`src/rtl/drs_pkg.sv`:
```
// ----------------------------------------------------------------------------
// Drop/repeat resampler package
// Shared widths, register map, reset values and the types that pass between
// the resampler's modules.
// ----------------------------------------------------------------------------
`default_nettype none

package drs_pkg;

   localparam int SAMPLE_W   = 16;
   localparam int RATE_W     = 16;
   localparam int PHASE_W    = 17;
   localparam int CSR_ADDR_W = 4;
   localparam int CSR_DATA_W = 32;
   localparam int REG_IDX_W  = 2;

   // Register indexes (byte address = 4 * index).
   localparam logic [REG_IDX_W-1:0] REG_SOURCE_RATE = 2'd0;
   localparam logic [REG_IDX_W-1:0] REG_OUTPUT_RATE = 2'd1;
   localparam logic [REG_IDX_W-1:0] REG_STEREO_MODE = 2'd2;

   localparam logic [RATE_W-1:0] RATE_MIN       = 16'd8000;
   localparam logic [RATE_W-1:0] RATE_MAX       = 16'd48000;
   localparam logic [RATE_W-1:0] SOURCE_RATE_RST = 16'd22050;
   localparam logic [RATE_W-1:0] OUTPUT_RATE_RST = 16'd44100;

   // Operations of the shared phase unit.
   localparam logic ALU_SUB = 1'b0;
   localparam logic ALU_ADD = 1'b1;

   typedef struct packed {
      logic [RATE_W-1:0] source_rate;   // saturated to RATE_MIN..RATE_MAX
      logic [RATE_W-1:0] output_rate;   // saturated to RATE_MIN..RATE_MAX
      logic              stereo_mode;
   } cfg_type;

   typedef struct packed {
      logic               op;
      logic [PHASE_W-1:0] phase;
      logic [RATE_W-1:0]  rate;
   } alu_req_type;

   typedef struct packed {
      logic [PHASE_W-1:0] result;
      logic               ge;           // phase >= rate on a subtract
   } alu_rsp_type;

endpackage

`default_nettype wire

```
`src/rtl/drs_req_if.sv`:
```
// ----------------------------------------------------------------------------
// Resampler request channel
// Valid/ready channel that carries one source PCM frame per request.
// ----------------------------------------------------------------------------
`default_nettype none

interface drs_req_if import drs_pkg::*; ();

   logic                       valid;
   logic                       ready;
   logic signed [SAMPLE_W-1:0] left_in;
   logic signed [SAMPLE_W-1:0] right_in;
   logic                       block_end;
   logic                       restart;

   modport source (output valid, output left_in, output right_in, output block_end,
                   output restart, input ready);
   modport sink   (input valid, input left_in, input right_in, input block_end,
                   input restart, output ready);

endinterface

`default_nettype wire

```
`src/rtl/drs_rsp_if.sv`:
```
// ----------------------------------------------------------------------------
// Resampler response channel
// Valid/ready channel that carries one output PCM frame per response.
// ----------------------------------------------------------------------------
`default_nettype none

interface drs_rsp_if import drs_pkg::*; ();

   logic                       valid;
   logic                       ready;
   logic signed [SAMPLE_W-1:0] left_out;
   logic signed [SAMPLE_W-1:0] right_out;
   logic                       run_last;

   modport source (output valid, output left_out, output right_out, output run_last,
                   input ready);
   modport sink   (input valid, input left_out, input right_out, input run_last,
                   output ready);

endinterface

`default_nettype wire

```
`src/rtl/drs_csr.sv`:
```
// ----------------------------------------------------------------------------
// Resampler control registers
// APB-style register file holding the two rates and the stereo flag, with
// the rates saturated to the legal range on their way to the datapath.
// ----------------------------------------------------------------------------
`default_nettype none

module drs_csr import drs_pkg::*; (
   input  wire logic                  clock,
   input  wire logic                  reset,
   input  wire logic                  psel,
   input  wire logic                  penable,
   input  wire logic                  pwrite,
   input  wire logic [CSR_ADDR_W-1:0] paddr,
   input  wire logic [CSR_DATA_W-1:0] pwdata,
   output      logic [CSR_DATA_W-1:0] prdata,
   output      logic                  pready,
   output      cfg_type               cfg
);

   logic [RATE_W-1:0]    source_rate_ff, source_rate_in;
   logic [RATE_W-1:0]    output_rate_ff, output_rate_in;
   logic                 stereo_mode_ff, stereo_mode_in;
   logic [REG_IDX_W-1:0] reg_idx;
   logic                 wr_en;

   function automatic logic [RATE_W-1:0] clamp_rate(input logic [RATE_W-1:0] r);
      logic [RATE_W-1:0] v;
      if (r < RATE_MIN)      v = RATE_MIN;
      else if (r > RATE_MAX) v = RATE_MAX;
      else                   v = r;
      return v;
   endfunction

   assign reg_idx = paddr[CSR_ADDR_W-1:2];
   assign wr_en   = psel & penable & pwrite;
   assign pready  = 1'b1;

   always_comb begin
      source_rate_in = source_rate_ff;
      output_rate_in = output_rate_ff;
      stereo_mode_in = stereo_mode_ff;
      if (wr_en) begin
         unique case (reg_idx)
            REG_SOURCE_RATE: source_rate_in = pwdata[RATE_W-1:0];
            REG_OUTPUT_RATE: output_rate_in = pwdata[RATE_W-1:0];
            REG_STEREO_MODE: stereo_mode_in = pwdata[0];
            default: ;
         endcase
      end
   end

   always_comb begin
      unique case (reg_idx)
         REG_SOURCE_RATE: prdata = {{(CSR_DATA_W-RATE_W){1'b0}}, source_rate_ff};
         REG_OUTPUT_RATE: prdata = {{(CSR_DATA_W-RATE_W){1'b0}}, output_rate_ff};
         REG_STEREO_MODE: prdata = {{(CSR_DATA_W-1){1'b0}}, stereo_mode_ff};
         default:         prdata = '0;
      endcase
   end

   always_ff @(posedge clock) begin
      if (reset) begin
         source_rate_ff <= SOURCE_RATE_RST;
         output_rate_ff <= OUTPUT_RATE_RST;
         stereo_mode_ff <= 1'b1;
      end else begin
         source_rate_ff <= source_rate_in;
         output_rate_ff <= output_rate_in;
         stereo_mode_ff <= stereo_mode_in;
      end
   end

   assign cfg.source_rate = clamp_rate(source_rate_ff);
   assign cfg.output_rate = clamp_rate(output_rate_ff);
   assign cfg.stereo_mode = stereo_mode_ff;

endmodule

`default_nettype wire

```
`src/rtl/drs_alu.sv`:
```
// ----------------------------------------------------------------------------
// Resampler phase unit
// The single adder/subtractor shared by every step of the phase sequence.
// A subtract also reports whether the phase reached the rate operand.
// ----------------------------------------------------------------------------
`default_nettype none

module drs_alu import drs_pkg::*; (
   input  wire alu_req_type req,
   output      alu_rsp_type rsp
);

   logic [PHASE_W:0]   diff;
   logic [PHASE_W-1:0] sum;

   assign diff = {1'b0, req.phase} - {2'b00, req.rate};
   assign sum  = req.phase + {1'b0, req.rate};

   always_comb begin
      rsp.ge = ~diff[PHASE_W];
      unique case (req.op)
         ALU_ADD: rsp.result = sum;
         ALU_SUB: rsp.result = diff[PHASE_W-1:0];
         default: rsp.result = diff[PHASE_W-1:0];
      endcase
   end

endmodule

`default_nettype wire

```
`src/rtl/drop_repeat_audio_resampler_top.sv`:
```
// ----------------------------------------------------------------------------
// Drop/repeat audio resampler
// Nearest-neighbor rate converter that skips or repeats source frames under
// a phase accumulator, with an APB-style register port.
// ----------------------------------------------------------------------------
// Each request is one source PCM frame. A 17-bit phase accumulator decides
// whether the frame is dropped (no response) or sent out one to six times;
// the last response of a run carries run_last. Both rates saturate to
// 8000..48000 Hz, a restart request clears the phase before its frame is
// used and a block_end request clears it afterwards. In mono mode the right
// sample repeats the left one. The block works on one request at a time and
// all phase arithmetic goes through one shared 17-bit add/subtract unit, one
// operation per cycle unless a response waits on the port: a request is
// accepted in idle and then goes through the skip test, and each response
// then takes an add step, a compare step and a wait on the response port
// until response ready is high. A dropped frame ends after the skip test.
// Request ready is high only while the block is idle. Registers may be
// written only while idle.
// ----------------------------------------------------------------------------
`default_nettype none

module drop_repeat_audio_resampler_top import drs_pkg::*; (
   input  wire logic                  clock,
   input  wire logic                  reset,
   drs_req_if.sink                    req_chan,
   drs_rsp_if.source                  rsp_chan,
   input  wire logic                  csr_psel,
   input  wire logic                  csr_penable,
   input  wire logic                  csr_pwrite,
   input  wire logic [CSR_ADDR_W-1:0] csr_paddr,
   input  wire logic [CSR_DATA_W-1:0] csr_pwdata,
   output      logic [CSR_DATA_W-1:0] csr_prdata,
   output      logic                  csr_pready
);

   // Sequencer states.
   localparam logic [2:0] S_IDLE = 3'd0;  // waiting for a request
   localparam logic [2:0] S_TEST = 3'd1;  // skip test: phase >= output_rate
   localparam logic [2:0] S_ADD  = 3'd2;  // phase += source_rate
   localparam logic [2:0] S_CMP  = 3'd3;  // decide whether this response ends the run
   localparam logic [2:0] S_OUT  = 3'd4;  // response held until taken

   // The phase never exceeds the largest output rate plus the largest source rate.
   localparam logic [PHASE_W-1:0] PHASE_BOUND = 17'd96000;

   cfg_type     cfg;
   alu_req_type alu_req;
   alu_rsp_type alu_rsp;

   logic [2:0]                 state_ff, state_in;
   logic [PHASE_W-1:0]         phase_ff, phase_in;
   logic signed [SAMPLE_W-1:0] left_ff, left_in;
   logic signed [SAMPLE_W-1:0] right_ff, right_in;
   logic                       end_ff, end_in;
   logic                       last_ff, last_in;
   logic                       req_fire;
   logic                       rsp_fire;

   drs_csr u_csr (
      .clock   (clock),
      .reset   (reset),
      .psel    (csr_psel),
      .penable (csr_penable),
      .pwrite  (csr_pwrite),
      .paddr   (csr_paddr),
      .pwdata  (csr_pwdata),
      .prdata  (csr_prdata),
      .pready  (csr_pready),
      .cfg     (cfg)
   );

   drs_alu u_alu (
      .req (alu_req),
      .rsp (alu_rsp)
   );

   assign req_chan.ready = (state_ff == S_IDLE);
   assign req_fire       = req_chan.valid & req_chan.ready;
   assign rsp_chan.valid = (state_ff == S_OUT);
   assign rsp_fire       = rsp_chan.valid & rsp_chan.ready;

   assign rsp_chan.left_out  = left_ff;
   assign rsp_chan.right_out = right_ff;
   assign rsp_chan.run_last  = last_ff;

   // The shared unit adds source_rate only in the add state; every other
   // state compares against output_rate and offers the difference.
   always_comb begin
      alu_req.phase = phase_ff;
      if (state_ff == S_ADD) begin
         alu_req.op   = ALU_ADD;
         alu_req.rate = cfg.source_rate;
      end else begin
         alu_req.op   = ALU_SUB;
         alu_req.rate = cfg.output_rate;
      end
   end

   always_comb begin
      state_in = state_ff;
      phase_in = phase_ff;
      left_in  = left_ff;
      right_in = right_ff;
      end_in   = end_ff;
      last_in  = last_ff;
      unique case (state_ff)
         S_IDLE: begin
            if (req_fire) begin
               left_in  = req_chan.left_in;
               right_in = cfg.stereo_mode ? req_chan.right_in : req_chan.left_in;
               end_in   = req_chan.block_end;
               if (req_chan.restart) begin
                  phase_in = '0;
               end
               state_in = S_TEST;
            end
         end
         S_TEST: begin
            // A phase already at or past the threshold drops the frame.
            if (alu_rsp.ge) begin
               phase_in = end_ff ? '0 : alu_rsp.result;
               state_in = S_IDLE;
            end else begin
               state_in = S_ADD;
            end
         end
         S_ADD: begin
            phase_in = alu_rsp.result;
            state_in = S_CMP;
         end
         S_CMP: begin
            // Reaching the threshold ends the run; the one subtraction of
            // output_rate happens here.
            last_in = alu_rsp.ge;
            if (alu_rsp.ge) begin
               phase_in = end_ff ? '0 : alu_rsp.result;
            end
            state_in = S_OUT;
         end
         S_OUT: begin
            if (rsp_fire) begin
               state_in = last_ff ? S_IDLE : S_ADD;
            end
         end
         default: begin
            state_in = S_IDLE;
         end
      endcase
   end

   always_ff @(posedge clock) begin
      if (reset) begin
         state_ff <= S_IDLE;
         phase_ff <= '0;
      end else begin
         state_ff <= state_in;
         phase_ff <= phase_in;
      end
   end

   always_ff @(posedge clock) begin
      left_ff  <= left_in;
      right_ff <= right_in;
      end_ff   <= end_in;
      last_ff  <= last_in;
   end

   // A new request is never taken while a response is still on offer.
   assert property (@(posedge clock) disable iff (reset)
      req_chan.ready |-> !rsp_chan.valid)
      else $error("request accepted while a response is pending");

   // A response that does not end its run is followed by more work, not by idle.
   assert property (@(posedge clock) disable iff (reset)
      (rsp_fire && !rsp_chan.run_last) |=> (!req_chan.ready && !rsp_chan.valid))
      else $error("run ended without a run_last response");

   // The accumulator stays within the bound set by the saturated rates.
   assert property (@(posedge clock) disable iff (reset)
      phase_ff <= PHASE_BOUND)
      else $error("phase accumulator out of range");

   // Each repeat step starts from a phase below the threshold.
   assert property (@(posedge clock) disable iff (reset)
      (state_ff == S_ADD) |-> (phase_ff < {1'b0, cfg.output_rate}))
      else $error("repeat step entered with phase at or above output rate");

endmodule

`default_nettype wire

```
`src/flat_wrapper.sv`:
```
// flat-port wrapper written by rule: the top's interface ports become plain ports
module drop_repeat_audio_resampler_top_flat import drs_pkg::*;
  (clock, reset, csr_psel, csr_penable, csr_pwrite, csr_paddr, csr_pwdata, csr_prdata, csr_pready, req_chan_valid, req_chan_left_in, req_chan_right_in, req_chan_block_end, req_chan_restart, req_chan_ready, rsp_chan_valid, rsp_chan_left_out, rsp_chan_right_out, rsp_chan_run_last, rsp_chan_ready);
  drs_req_if req_chan_i ();
  drs_rsp_if rsp_chan_i ();
  input  wire logic clock;
  input  wire logic reset;
  input  wire logic csr_psel;
  input  wire logic csr_penable;
  input  wire logic csr_pwrite;
  input  wire logic [CSR_ADDR_W-1:0] csr_paddr;
  input  wire logic [CSR_DATA_W-1:0] csr_pwdata;
  output      logic [CSR_DATA_W-1:0] csr_prdata;
  output      logic csr_pready;
  input wire logic [$bits(req_chan_i.valid)-1:0] req_chan_valid;
  input wire logic [$bits(req_chan_i.left_in)-1:0] req_chan_left_in;
  input wire logic [$bits(req_chan_i.right_in)-1:0] req_chan_right_in;
  input wire logic [$bits(req_chan_i.block_end)-1:0] req_chan_block_end;
  input wire logic [$bits(req_chan_i.restart)-1:0] req_chan_restart;
  output wire logic [$bits(req_chan_i.ready)-1:0] req_chan_ready;
  output wire logic [$bits(rsp_chan_i.valid)-1:0] rsp_chan_valid;
  output wire logic [$bits(rsp_chan_i.left_out)-1:0] rsp_chan_left_out;
  output wire logic [$bits(rsp_chan_i.right_out)-1:0] rsp_chan_right_out;
  output wire logic [$bits(rsp_chan_i.run_last)-1:0] rsp_chan_run_last;
  input wire logic [$bits(rsp_chan_i.ready)-1:0] rsp_chan_ready;
  assign req_chan_i.valid = req_chan_valid;
  assign req_chan_i.left_in = req_chan_left_in;
  assign req_chan_i.right_in = req_chan_right_in;
  assign req_chan_i.block_end = req_chan_block_end;
  assign req_chan_i.restart = req_chan_restart;
  assign req_chan_ready = req_chan_i.ready;
  assign rsp_chan_valid = rsp_chan_i.valid;
  assign rsp_chan_left_out = rsp_chan_i.left_out;
  assign rsp_chan_right_out = rsp_chan_i.right_out;
  assign rsp_chan_run_last = rsp_chan_i.run_last;
  assign rsp_chan_i.ready = rsp_chan_ready;
  drop_repeat_audio_resampler_top u_core (.clock(clock), .reset(reset), .req_chan(req_chan_i), .rsp_chan(rsp_chan_i), .csr_psel(csr_psel), .csr_penable(csr_penable), .csr_pwrite(csr_pwrite), .csr_paddr(csr_paddr), .csr_pwdata(csr_pwdata), .csr_prdata(csr_prdata), .csr_pready(csr_pready));
endmodule
```
`config.mk`:
```
export PLATFORM = sky130hd
export DESIGN_NAME = drop_repeat_audio_resampler_top_flat
export DESIGN_NICKNAME = d
export VERILOG_FILES = /design/src/rtl/drs_pkg.sv /design/src/rtl/drs_req_if.sv /design/src/rtl/drs_rsp_if.sv /design/src/rtl/drs_csr.sv /design/src/rtl/drs_alu.sv /design/src/rtl/drop_repeat_audio_resampler_top.sv /design/src/flat_wrapper.sv
export SDC_FILE = /design/constraint.sdc
export NUM_CORES = 1
export LEC_CHECK = 0
export BUFFER_PORTS_ARGS = -buffer_cell sky130_fd_sc_hd__buf_2
export CORE_MARGIN = 10
export CORE_UTILIZATION = 55
export CTS_CLUSTER_DIAMETER = 50
export DETAILED_ROUTE_END_ITERATION = 10
export HOLD_SLACK_MARGIN = 0.05
export PLACE_DENSITY = 0.83
export REMOVE_ABC_BUFFERS = 1
export SLEW_MARGIN = 20
export SYNTH_ARGS = -nofsm -noshare
export SYNTH_HDL_FRONTEND = slang
export SYNTH_HIERARCHICAL = 1
export SYNTH_SLANG_ARGS = --single-unit
```
`constraint.sdc`:
```
create_clock -name clock -period 11.5 [get_ports clock]
set_input_delay 0 -clock clock [delete_from_list [all_inputs] [get_ports clock]]
set_output_delay 0 -clock clock [all_outputs]
set_load 0.1 [all_outputs]
```
=== Word-level counts from Yosys, hierarchy flattened ===
Cells that the tools add are included.

* Register bits after elaboration: 87
* Output and inout port bits: 68

* Reductions and logical operators: 10
* Muxes and demuxes: 19
* Eq/ne operators: 10
* Bitwise gates (word level): 6
* $lt $le $gt $ge: 4
* Add/subtract/negate cells: 2

{| class="wikitable"
|+ Operators by type and width
! operator !! count
|-
| 2-to-1 mux 16 bit || 6
|-
| 2-to-1 mux 17 bit || 4
|-
| case mux 17 bit (3 select lines) || 1
|-
| case mux 16 bit (3 select lines) || 1
|-
| case mux 17 bit (2 select lines) || 1
|-
| > comparator 16 bit, second input constant || 2
|-
| < comparator 16 x 13 -> 1 bit, second input constant || 2
|-
| subtractor 17 x 16 -> 18 bit || 1
|-
| adder 17 x 16 -> 17 bit || 1
|-
| case mux 3 bit (5 select lines) || 1
|-
| AND reduction 2 bit || 5
|-
| != test 2 bit, second input constant || 4
|-
| equality test 3 x 2 -> 1 bit, second input constant || 2
|-
| 2-to-1 mux 3 bit || 2
|-
| bitwise AND 1 bit || 4
|-
| 2-to-1 mux 2 bit || 2
|-
| AND reduction 4 bit || 1
|-
| equality test 3 x 1 -> 1 bit, second input constant || 1
|-
| equality test 3 bit, second input constant || 1
|-
| logical NOT 3 bit || 1
|-
| nonzero test 3 bit || 1
|-
| equality test 2 x 1 -> 1 bit, second input constant || 1
|-
| equality test 2 bit, second input constant || 1
|-
| logical NOT 2 bit || 1
|-
| 3 further kinds || 4
|}

=== Logic depth before layout (Yosys ltp) ===
Gate-level depths: netlist of the first run.

* Depth in word-level cells: 9
* Mapped depth: 19
* Mapped depth without buffers: 16

=== Hierarchy ===
The synthesis of the first run kept the hierarchy.

{| class="wikitable"
|+ By module, submodules not included
! module !! cells each !! area an instance (um2) !! times used
|-
| drop_repeat_audio_resampler_top || 173 || 2456.1 || 1
|-
| drs_csr || 275 || 2013.2 || 1
|-
| drs_alu || 258 || 1795.5 || 1
|}

=== Worst setup path after synthesis of the first run ===
OpenSTA, ideal clock, no wires.

* Kind: register -> register
* From: register u_core.state_ff[2]
* To: register u_core.end_ff (enable)
* Period minus slack after synthesis: 4.015 ns
* Arrival: 3.622 ns
* Stages on the path, launching flop included: 4
* Slack: 7.485 ns
* Path through: dfxtp_1 buf_2 nor3_1 and2_1

* Word-level cells in the longest chain between the ends: 3

{| class="wikitable"
|+ RTL lines
! item !! RTL line !! source
|-
| start, declared || drop_repeat_audio_resampler_top.sv:50 || <nowiki>logic [2:0] state_ff, state_in;</nowiki>
|-
| start signal, assigned || drop_repeat_audio_resampler_top.sv:156 || <nowiki>state_ff <= state_in;</nowiki>
|-
| logical NOT 3 bit * || drop_repeat_audio_resampler_top.sv:77 || <nowiki>assign req_chan.ready = (state_ff == S_IDLE);</nowiki>
|-
| named net req_chan_ready || flat_wrapper.sv:20 || <nowiki>output wire logic [$bits(req_chan_i.ready)-1:0] req_chan_ready;</nowiki>
|-
| bitwise AND 1 bit || drop_repeat_audio_resampler_top.sv:78 || <nowiki>assign req_fire = req_chan.valid & req_chan.ready;</nowiki>
|-
| AND reduction 2 bit (no source line) * || n/a ||
|-
| end signal, assigned || drop_repeat_audio_resampler_top.sv:164 || <nowiki>end_ff <= end_in;</nowiki>
|-
| end, declared || drop_repeat_audio_resampler_top.sv:54 || <nowiki>logic end_ff, end_in;</nowiki>
|}

Mark *: on every way through the listed nets, which the timed path passes. The rest lies on a longest branch.
A chain may end at the register's enable or synchronous reset.

==> results of run 1 <==
-- through the flow --
| stage | cells | util |
|---|---|---|
| 2_1_floorplan | 658 | - |
| 3_3_place_gp | 910 | 0.610 |
| 3_5_place_dp | 910 | 0.610 |
| 4_1_cts | 977 | 0.682 |
| 5_1_grt | 978 | 0.683 |
| 6_report | 978 | 0.683 |
-- repair_timing --
item                                    in CTS  in global routing
resized for setup                            0                  0
endpoints found under the setup margin       0                  0
endpoints found under the hold margin       69                  0
hold buffers                                51                  0
-- cell families (layout without fill, tap and decap cells) --
kind of cell | Yosys count | after routing | synth area share
flops | 87 | 87 | 0.332
mux | 69 | 69 | 0.117
compound gates | 137 | 137 | 0.155
buf+inv | 115 | 231 | 0.0907
other cells | 2 | 18 | 0.00120
simple gates | 247 | 247 | 0.213
xor+xnor | 15 | 15 | 0.0210
fa+ha+maj | 34 | 34 | 0.0703
-- power by group --
group          internal, mW  total (mW)  leakage [nW]  switching, mW
sequential            0.338       0.348         0.754         0.0106
clock                 0.151       0.284         0.138          0.133
combinational        0.0884       0.304          2.39          0.215
total                 0.577       0.936          3.28          0.359
-- per-layer routing --
layer | up-vias | GRT usage | routed length (um)
met5 | - | 0 | 0
met4 | 0 | 0.0643 | 418
met3 | 40 | 0.0529 | 1390
met2 | 298 | 0.389 | 8920
met1 | 2708 | 0.263 | 7700
li1 | 2700 | - | -
-- area by class of cell --
cell class              instances  area, um^2
repair buffers                163        1080
inverters                      52         195
well taps                     140         175
multi-input cells             519        3680
clock buffers                  10         229
diodes                          1        2.50
flip-flops and latches         87        2080
clock inverters                 6        51.3
fillers                       814        3480
-- state kept, by name, summed over array words and instances, names as in the netlist --
register	count
u_core/phase_ff	17
u_core/rsp_chan.left_out	16
u_core/rsp_chan.right_out	16
u_core/u_csr/output_rate_ff	16
u_core/u_csr/source_rate_ff	16
u_core/state_ff	3
u_core/end_ff	1
u_core/rsp_chan.run_last	1
u_core/u_csr/stereo_mode_ff	1
-- placed cells by master (no fill, tap or decap), types with 4 or more instances in the layout --
cell             n
a211o_1          5
a211oi_1         7
a21o_1           8
a21oi_1         40
buf_2          109
clkbuf_16        9
conb_1          17
dfxtp_1         53
dlygate4sd3_1   51
edfxtp_1        34
ha_1            32
inv_1           51
mux2_2          34
mux2i_1         35
nand2_1         83
nand2b_1        24
nand3_1         11
nand3b_1        10
nand4_1          4
nand4b_1        17
nor2_1          49
nor2b_1          5
nor3_1           5
o211ai_1         6
o21a_1           5
o21ai_0         16
o21bai_1         4
o31ai_1          4
or2_1            6
or3_1            6
xnor2_1          8
xor2_1           7
-- synthesized netlist by cell type, types with 17 or more instances --
library cell / count / area, um^2
mux2i_1: 35 / 350
ha_1: 32 / 400
nand2_1: 83 / 312
mux2_2: 34 / 383
edfxtp_1: 34 / 1020
dfxtp_1: 53 / 1060
nand4b_1: 17 / 149
inv_1: 51 / 191
buf_4: 20 / 150
buf_2: 18 / 90.1
nor2_1: 49 / 184
a21oi_1: 40 / 200
clkbuf_1: 20 / 75.1
nand2b_1: 24 / 150
-- worst max-delay path by stage --
stage | startpoint | end | cells after the start
floorplan | u_core/state_ff[2]$_SDFFE_PP0P_ | u_core/phase_ff[0]$_SDFFE_PP0P_ | 13
global placement | u_core/u_csr/source_rate_ff[12]$_SDFFE_PP1P_ | u_core/phase_ff[8]$_SDFFE_PP0P_ | 16
CTS | u_core/u_csr/output_rate_ff[4]$_SDFFE_PP0P_ | u_core/phase_ff[12]$_SDFFE_PP0P_ | 16
global route | u_core/u_csr/source_rate_ff[11]$_SDFFE_PP0P_ | u_core/phase_ff[2]$_SDFFE_PP0P_ | 16
finish | u_core/u_csr/source_rate_ff[3]$_SDFFE_PP0P_ | u_core/phase_ff[12]$_SDFFE_PP0P_ | 16
detailed placement | u_core/u_csr/output_rate_ff[4]$_SDFFE_PP0P_ | u_core/phase_ff[15]$_SDFFE_PP0P_ | 16
-- worst min-delay path: stages --
cell and delay (ns):
buf_2 0.10, nand3_1 0.19, nor3b_1 0.10, mux2i_1 0.12, nand2b_1 0.06
==> reports/results.ini, run 1 <==
[synthesis]
synth_cell_types = 80
syn-mean-instance-area_um2 = 8.87
synth_ff_type = dfxtp_1
synthArstFlopShare = 0
yosys_warnings = 6
syn_inst = 706
ys_ff_latch = 87
syn_area_um2 = 6260
synth_edf_count = 34
seq_area_frac_synth = 0.332

[place]
portBuffers = 109
pre_cts_ws_ns = 6.52
place_congestion = 0.875
placed_area_um2 = 6700
detailed_place_hpwl_um = 12400

[clock_network]
clk_path_buf_depth = 2
root_buffer = clkbuf_16
clk_latency_ns = 0.34
htree_levels = 3
clock_sinks = 87
tritoncts = built
numCtsBuffers = 9
cts_setup_buffers = 0
clkTransAtPathRegs_ns = 0.07

[drt]
routed_via_density = 5.88
drt_drc_violations_left = 0
wl_per_cell_um = 18.8
antenna_left = 0
routed_wl_um = 18400
drt_iter0_markers = 498
dr_total_vias = 5746
dr.pass1.iters = 5

[layout]
fin_nets = 943
final_area_um2 = 7500
drive_gt1_frac = 0.227
syn2layout_area_growth_pct = 19.7

[critical_path]
r2r_cells = 16
worstReg2RegEnd = u_core/phase_ff[12]$_SDFFE_PP0P_
critical_path_buf_inv_count = 2
critPathArrivalTime_ns = 4.95
path_delay_family = compound AO/OA/AOI/OAI gates
r2r_start = u_core/u_csr/source_rate_ff[3]$_SDFFE_PP0P_
slowest_delay_ns = 0.64
end_kind = flop
critPathKind = flop to flop
crit_top_cell = inv_1
cp-start-kind = flop
crit_chain = or4_4 -> nor4_4 -> o211ai_2 -> nor2_1 -> mux2_2 -> inv_1 -> ha_1 -> nor2b_1 -> o31ai_1 -> a211o_2 -> a31oi_1 -> o2111ai_1 -> nand2_1 -> inv_1 -> a221o_2 -> mux2i_1
cp.required_ns = 11.76
rrSetupSlack_ns = 6.81
crit_path_top_delay_cell = o31ai_1
cp_max_fo = 17

[min_path]
whs_endpoint = u_core/u_csr/stereo_mode_ff$_SDFFE_PP1P_
min_from = csr_penable
hold_class = primary input to flop
holdPathStages = 5

[power]
ir_drop_mv = 0.0944
p_per_area_nw_per_um2 = 125
total_power_uw = 936
p_leak_nw = 3.28

[die]
die_w_um = 127
io_pins = 145
die_h_um = 127
core_um2 = 11000
initial_core_util = 0.570
rows = 38
die_area_um2 = 16100

[timing]
worst_slew_pin_slew_ns = 1.09
finalSetupViolCount = 0
relSlewSlack = 0.272
setup_ws_ns = 6.81
maxSlewViolCount = 0
max_freq_mhz = 213
final.min_clock_period_ns = 4.69
hold_violations = 0
rsz0062_at_grt = no
tns_ns = 0
whs_ns = 0.246
post-route-period-util = 0.408
clock_skew_ns = 0.00858

[flow_run]
drv_cap = 0

[global_routing]
grt_pass1_wl_um = 29900
grt_pass1_vias = 5856
grt_overflow = 0
grt_max_degree = 71
grt_usage = 0.222
antenna_found_initial = 1

[outcome]
status = finished, final reports clean

(Power assumes the default switching activity.)
==> run 2: changes to the inputs <==
--- a/config.mk
+++ b/config.mk
@@ -7,11 +7,11 @@
 export LEC_CHECK = 0
 export BUFFER_PORTS_ARGS = -buffer_cell sky130_fd_sc_hd__buf_2
 export CORE_MARGIN = 10
-export CORE_UTILIZATION = 55
+export CORE_UTILIZATION = 50
 export CTS_CLUSTER_DIAMETER = 50
 export DETAILED_ROUTE_END_ITERATION = 10
 export HOLD_SLACK_MARGIN = 0.05
-export PLACE_DENSITY = 0.83
+export PLACE_DENSITY = 0.8
 export REMOVE_ABC_BUFFERS = 1
 export SLEW_MARGIN = 20
 export SYNTH_ARGS = -nofsm -noshare
==> constraint.sdc (replaced) <==
create_clock -name clock -period 4 [get_ports clock]
set_input_delay 0 -clock clock [delete_from_list [all_inputs] [get_ports clock]]
set_output_delay 0 -clock clock [all_outputs]
set_load 0.1 [all_outputs]
==> run 2 against run 1 <==
Fmax is 14% higher. Hold slack worse by 0.045 ns. Global-route usage down 1.1 points. Combinational power grew to 3.4 times the previous value. Sequential share of layout area down 2.6 points. Highest routed layer unchanged. Clock power grew to 3.0 times the previous value. Setup slack lost 6.9 ns. Wire length grew 12%. The run now ends with negative setup slack left. Critical path type unchanged.
==> reports/results.ini, run 2 (synthesis results as in run 1) <==
[critical_path]
cp_max_fo = 7  ; was 17
r2r_start = u_core/u_csr/output_rate_ff[4]$_SDFFE_PP0P_  ; was u_core/u_csr/source_rate_ff[3]$_SDFFE_PP0P_
slowest_delay_ns = 0.54  ; was 0.64 ns
path_delay_family = compound AO/OA/AOI/OAI gates  ; unchanged
r2r_cells = 17  ; was 16
worstReg2RegEnd = u_core/phase_ff[14]$_SDFFE_PP0P_  ; was u_core/phase_ff[12]$_SDFFE_PP0P_
critical_path_buf_inv_count = 3  ; was 2
cp-start-kind = flop  ; unchanged
rrSetupSlack_ns = -0.11  ; was 6.81 ns
end_kind = flop  ; unchanged
crit_top_cell = inv_2  ; was inv_1
crit_path_top_delay_cell = or4_4  ; was o31ai_1
cp.required_ns = 4.25  ; was 11.76 ns
critPathArrivalTime_ns = 4.36  ; was 4.95 ns
critPathKind = flop to flop  ; unchanged
crit_chain = or4_4 -> nor4_4 -> o211ai_4 -> nor2_1 -> mux2_4 -> inv_2 -> ha_4 -> o21a_1 -> o31ai_4 -> a211o_4 -> a31oi_4 -> o2111ai_2 -> nand2_2 -> inv_2 -> a221o_2 -> clkbuf_16 -> mux2i_1  ; was or4_4 -> nor4_4 -> o211ai_2 -> nor2_1 -> mux2_2 -> inv_1 -> ha_1 -> nor2b_1 -> o31ai_1 -> a211o_2 -> a31oi_1 -> o2111ai_1 -> nand2_1 -> inv_1 -> a221o_2 -> mux2i_1

[layout]
final_cell_mix = buf_2, nand2_1, buf_4, dlygate4sd3_1, dfxtp_1  ; was buf_2, nand2_1, dfxtp_1, dlygate4sd3_1, inv_1
nFillCells = 895  ; was 814
multi_input_area_um2 = 3960  ; was 3680 um^2
top_register = u_core/phase_ff  ; unchanged
layout_commonest_cell = buf_2  ; unchanged
syn2layout_area_growth_pct = 32.3  ; was 19.7%
diodes = 0  ; was 1
drive_gt1_frac = 0.319  ; was 0.227
final-seq-area_um2 = 2080  ; about the same
largest_reg_flops = 17  ; unchanged
fin_nets = 999  ; was 943

[die]
initial_core_util = 0.515  ; was 0.570
die_h_um = 132  ; was 127 um
io_pins = 145  ; unchanged
die_w_um = 132  ; was 127 um
die_area_um2 = 17400  ; was 16100 um^2
rows = 40  ; was 38
core_um2 = 12200  ; was 11000 um^2

[power]
ir_drop_mv = 0.255  ; was 0.0944 mV
p_per_area_nw_per_um2 = 345  ; was 125 nW/um^2
p_leak_nw = 3.60  ; was 3.28 nW

[clock_network]
clkTransAtPathRegs_ns = 0.07  ; about the same
root_buffer = clkbuf_16  ; unchanged
numCtsBuffers = 9  ; unchanged
tritoncts = built  ; unchanged
htree_levels = 3  ; unchanged
clk_path_buf_depth = 2  ; unchanged
clock_sinks = 87  ; unchanged
clk_latency_ns = 0.35  ; was 0.34 ns

[min_path]
min_from = csr_penable  ; unchanged
whs_endpoint = u_core/u_csr/stereo_mode_ff$_SDFFE_PP1P_  ; unchanged
holdPathStages = 5  ; unchanged
hold_class = primary input to flop  ; unchanged

[timing]
tns_ns = -0.197  ; was 0 ns
maxSlewViolCount = 0  ; unchanged
worst_slew_pin_slew_ns = 1.13  ; was 1.09 ns
final.min_clock_period_ns = 4.11  ; was 4.69 ns
max_freq_mhz = 243  ; was 213 MHz
relSlewSlack = 0.244  ; was 0.272
post-route-period-util = 1.03  ; was 0.408
clock_skew_ns = 0.0151  ; was 0.00858 ns
setup_ws_ns = -0.114  ; was 6.81 ns
rsz0062_at_grt = yes  ; was no
finalSetupViolCount = 8  ; was 0
hold_violations = 0  ; unchanged

[place]
place_congestion = 0.934  ; was 0.875
pre_cts_ws_ns = 0.0134  ; was 6.52 ns
detailed_place_hpwl_um = 12600  ; was 12400 um
portBuffers = 109  ; unchanged

[global_routing]
grt_max_degree = 71  ; unchanged
antenna_found_initial = 0  ; was 1
grt_pass1_vias = 5858  ; was 5856
grt_usage = 0.211  ; was 0.222
grt_overflow = 0  ; unchanged
grt_pass1_wl_um = 30800  ; was 29900 um

[outcome]
violations = negative setup slack
status = complete, but fails checks  ; was finished, final reports clean

[drt]
routed_via_density = 5.83  ; was 5.88
dr.pass1.iters = 5  ; unchanged
dr_total_vias = 6186  ; was 5746
antenna_left = 0  ; unchanged
wl_per_cell_um = 19.5  ; was 18.8 um
drt_drc_violations_left = 0  ; unchanged
routed_wl_um = 20700  ; was 18400 um
drt_iter0_markers = 560  ; was 498

[flow_run]
drv_cap = 0  ; unchanged

[run 2: worst reg2reg max path, stage by stage, from the launching register on]
cell and delay, ns:
dfxtp_2 0.32, or4_4 0.54, nor4_4 0.36, o211ai_4 0.18, nor2_1 0.13, mux2_4 0.19, inv_2 0.05, ha_4 0.29
o21a_1 0.18, o31ai_4 0.10, a211o_4 0.36, a31oi_4 0.15, o2111ai_2 0.13, nand2_2 0.12, inv_2 0.04, a221o_2 0.44
clkbuf_16 0.21, mux2i_1 0.24
[run 2: how the worst max path moves through the flow]
| stage | from | depth (start not counted) | end | slack (ns) |
|---|---|---|---|---|
| CTS | u_core/u_csr/output_rate_ff[4]$_SDFFE_PP0P_ | 17 | u_core/phase_ff[7]$_SDFFE_PP0P_ | 0.04 |
| global placement | u_core/u_csr/output_rate_ff[4]$_SDFFE_PP0P_ | 17 | u_core/phase_ff[0]$_SDFFE_PP0P_ | 0.14 |
| detailed placement | u_core/u_csr/output_rate_ff[4]$_SDFFE_PP0P_ | 17 | u_core/phase_ff[7]$_SDFFE_PP0P_ | 0.01 |
| floorplan | u_core/state_ff[2]$_SDFFE_PP0P_ | 13 | u_core/phase_ff[0]$_SDFFE_PP0P_ | -0.92 |
| finish | u_core/u_csr/output_rate_ff[4]$_SDFFE_PP0P_ | 17 | u_core/phase_ff[14]$_SDFFE_PP0P_ | -0.11 |
| global route | u_core/u_csr/source_rate_ff[10]$_SDFFE_PP1P_ | 16 | u_core/phase_ff[14]$_SDFFE_PP0P_ | -0.23 |
[run 2: cell type report]
class,instances,area share
clock buffers,9,0.0272
inverters,52,0.0239
multi-input cells,519,0.477
well taps,168,0.0254
clock inverters,7,0.00876
repair buffers,219,0.186
flip-flops and latches,87,0.252
[run 2: per-stage QoR]
step                 util  instance area (um^2)  hold WS (ns)  total power, mW  instances
floorplan               -                  5950        0.0691             1.66        658
global placement    0.581                  7070         0.179             1.87        983
detailed placement  0.581                  7070         0.185             1.88        983
CTS                 0.649                  7900         0.194             2.74       1051
global route        0.681                  8290         0.232             2.95       1061
finish              0.681                  8290         0.201             2.86       1061
[run 2: power breakdown]
part / internal [mW] / switching, mW / leakage [nW]
Sequential: 0.971 / 0.0302 / 0.755
Clock: 0.440 / 0.406 / 0.143
Combinational: 0.339 / 0.677 / 2.70
[run 2: timing repair]
item | 4_1_cts | 5_1_grt
hold endpoints to repair | 69 | 0
gates cloned | 0 | 1
setup buffers | 1 | 9
endpoints found under the setup margin | 12 | 18
pin swaps | 2 | 14
hold buffers | 51 | 0
resized for setup | 2 | 64
[run 2: metal layers]
layer  wire length [um]  track usage  up-vias
met4                620       0.0773        0
met2               9930        0.346      348
met5                  0            0        -
met3               1690       0.0454       60
met1               8410        0.266     2958
li1                   -            -     2820
==> run 3: changes to the inputs <==
--- a/config.mk
+++ b/config.mk
@@ -12,6 +12,7 @@
 export DETAILED_ROUTE_END_ITERATION = 10
 export HOLD_SLACK_MARGIN = 0.05
 export PLACE_DENSITY = 0.8
+export RECOVER_POWER = 25
 export REMOVE_ABC_BUFFERS = 1
 export SLEW_MARGIN = 20
 export SYNTH_ARGS = -nofsm -noshare
==> run 3 against run 2 <==
The flow finishes with violations (max-capacitance violations, max-slew violations, negative setup slack). Register-to-register slack worse by 0.02 ns. Non-clock buffer count unchanged. Fmax down 0.42%. Clock-buffer cell count unchanged. Critical path depth unchanged. Via count about the same. Setup slack worse by 0.017 ns. Die area unchanged. First-iteration DRC count down 3.6%. Global-route usage unchanged. Clock power about the same. Largest power group unchanged.
==> reports/results.ini, run 3 (synthesis results as in run 1) <==
[outcome]
status = complete, but fails checks  ; unchanged
violations = max-capacitance violations, max-slew violations, negative setup slack  ; was negative setup slack

[layout]
final_area_um2 = 8240  ; was 8290 um^2
diodes = 0  ; unchanged
top_register = u_core/phase_ff  ; unchanged
syn2layout_area_growth_pct = 31.5  ; was 32.3%
nFillCells = 925  ; was 895
largest_reg_flops = 17  ; unchanged
layout_commonest_cell = nand2_1  ; was buf_2
fin_nets = 999  ; unchanged
final_cell_mix = nand2_1, buf_2, buf_4, dlygate4sd3_1, dfxtp_1  ; was buf_2, nand2_1, buf_4, dlygate4sd3_1, dfxtp_1
drive_gt1_frac = 0.281  ; was 0.319

[flow_run]
drv_cap = 1  ; was 0

[clock_network]
numCtsBuffers = 9  ; unchanged
clk_path_buf_depth = 2  ; unchanged
clock_sinks = 87  ; unchanged
clk_latency_ns = 0.35  ; about the same
htree_levels = 3  ; unchanged
clkTransAtPathRegs_ns = 0.07  ; about the same
tritoncts = built  ; unchanged
root_buffer = clkbuf_16  ; unchanged

[drt]
dr_total_vias = 6184  ; was 6186
dr.pass1.iters = 6  ; was 5
wl_per_cell_um = 19.5  ; about the same
routed_wl_um = 20700  ; about the same
drt_drc_violations_left = 0  ; unchanged
routed_via_density = 5.83  ; about the same
drt_iter0_markers = 540  ; was 560
antenna_left = 0  ; unchanged

[global_routing]
grt_max_degree = 71  ; unchanged
grt_pass1_vias = 5858  ; unchanged
grt_pass1_wl_um = 30800  ; unchanged
grt_usage = 0.211  ; unchanged
grt_overflow = 0  ; unchanged
antenna_found_initial = 0  ; unchanged

[power]
power.switching_mw = 1.11  ; about the same
netSwitchingFraction = 0.390  ; was 0.389
seq_power_share = 0.350  ; about the same
p_leak_nw = 3.51  ; was 3.60 nW
p_per_area_nw_per_um2 = 347  ; was 345 nW/um^2
power.share.clock = 0.296  ; was 0.295
p_int_mw = 1.74  ; was 1.75 mW
combPwrFrac = 0.353  ; was 0.355
total_power_mw = 2.86  ; about the same
ir_drop_mv = 0.255  ; about the same

[timing]
setup_ws_ns = -0.131  ; was -0.114 ns
hold_violations = 0  ; unchanged
maxSlewViolCount = 12  ; was 0
relSlewSlack = -0.0493  ; was 0.244
rsz0062_at_grt = yes  ; unchanged
worst_slew_pin_slew_ns = 1.56  ; was 1.13 ns
tns_ns = -0.351  ; was -0.197 ns
max_freq_mhz = 242  ; was 243 MHz
post-route-period-util = 1.03  ; about the same
final.min_clock_period_ns = 4.13  ; was 4.11 ns
clock_skew_ns = 0.0152  ; was 0.0151 ns
finalSetupViolCount = 11  ; was 8

[place]
place_congestion = 0.934  ; unchanged
portBuffers = 109  ; unchanged
pre_cts_ws_ns = 0.0134  ; unchanged
placed_area_um2 = 7070  ; unchanged
detailed_place_hpwl_um = 12600  ; unchanged

[die]
rows = 40  ; unchanged
io_pins = 145  ; unchanged
initial_core_util = 0.515  ; unchanged
core_um2 = 12200  ; unchanged
die_h_um = 132  ; unchanged
die_w_um = 132  ; unchanged
die_area_um2 = 17400  ; unchanged

[min_path]
min_from = csr_penable  ; unchanged
hold_class = primary input to flop  ; unchanged
holdPathStages = 5  ; unchanged

[critical_path]
crit_path_start = u_core/u_csr/output_rate_ff[4]$_SDFFE_PP0P_  ; unchanged
crit_top_cell = inv_2  ; unchanged
r2r_cells = 17  ; unchanged
cp_max_fo = 7  ; unchanged
cp-start-kind = flop  ; unchanged
cp.required_ns = 4.25  ; about the same
r2r_start = u_core/u_csr/output_rate_ff[4]$_SDFFE_PP0P_  ; unchanged
crit_chain = or4_4 -> nor4_4 -> o211ai_4 -> nor2_1 -> mux2_4 -> inv_2 -> ha_4 -> o21a_1 -> o31ai_4 -> a211o_4 -> a31oi_4 -> o2111ai_2 -> nand2_2 -> inv_2 -> a221o_2 -> clkbuf_16 -> mux2i_1  ; unchanged
critPathArrivalTime_ns = 4.38  ; was 4.36 ns
critPathKind = flop to flop  ; unchanged
end_kind = flop  ; unchanged
slowest_delay_ns = 0.54  ; about the same
crit_path_top_delay_cell = or4_4  ; unchanged

==> run 3: changes by cell type in the layout (fill, tap and decap cells not counted), sizes merged <==
| cell | previous run | this run |
|---|---|---|
| buf | 166 | 134 |
| clkbuf | 10 | 42 |
==> run 3: final cells by class <==
type / instances / area (um^2) / area share
multi-input combinational: 519 / 3950 / 0.480
sequential: 87 / 2080 / 0.253
timing repair buffer: 219 / 1500 / 0.182
clock buffer: 9 / 225 / 0.0273
tap: 168 / 210 / 0.0255
inverter: 52 / 198 / 0.0240
clock inverter: 7 / 72.6 / 0.00881
==> run 3: path summary, 6_finish.rpt <==
check                                                 to  slack, ns
min             u_core/u_csr/stereo_mode_ff$_SDFFE_PP1P_       0.18
max                     u_core/phase_ff[14]$_SDFFE_PP0P_      -0.13
max reg2reg             u_core/phase_ff[14]$_SDFFE_PP0P_      -0.13
min reg2reg  u_core/u_csr/output_rate_ff[0]$_SDFFE_PP0P_       0.51
==> run 3: power groups by stage <==
stage | sequential [mW] | clock [mW] | combinational (mW)
floorplan | 1.19 | 0 | 0.470
global placement | 1.01 | 0 | 0.853
detailed placement | 1.01 | 0 | 0.861
CTS | 0.995 | 0.840 | 0.908
global route | 1.01 | 0.887 | 1.06
finish | 1.00 | 0.847 | 1.01
==> run 3: routing by layer <==
layer	share of wire	GRT usage	routed length, um
met1	0.41	0.266	8520
met5	0	0	0
met4	0.031	0.0773	637
met3	0.076	0.0454	1570
met2	0.48	0.346	9940
==> run 3: timing repair <==
action	CTS	global route
gates resized for setup	2	64
setup buffers	1	9
setup endpoints to repair	12	18
cloned	0	1
hold buffers	51	0
endpoints found under the hold margin	69	0
pin swaps	2	14
==> run 3: worst max-delay path: cells and delay by family (launching register included) <==
family,cells,cell delay (ns)
AOI/OAI and AO/OA,7,1.55
adders and majority gates,1,0.29
buffers and inverters,3,0.30
DFF,1,0.32
muxes,2,0.43
and+or+nand+nor,4,1.15
==> run 3: stage by stage <==
step                      cells   util  hold WS (ns)
after global placement      983  0.581         0.179
after detailed placement    983  0.581         0.185
after floorplan             658      -        0.0691
after global routing       1061  0.677         0.215
final                      1061  0.677         0.183
after CTS                  1051  0.649         0.194
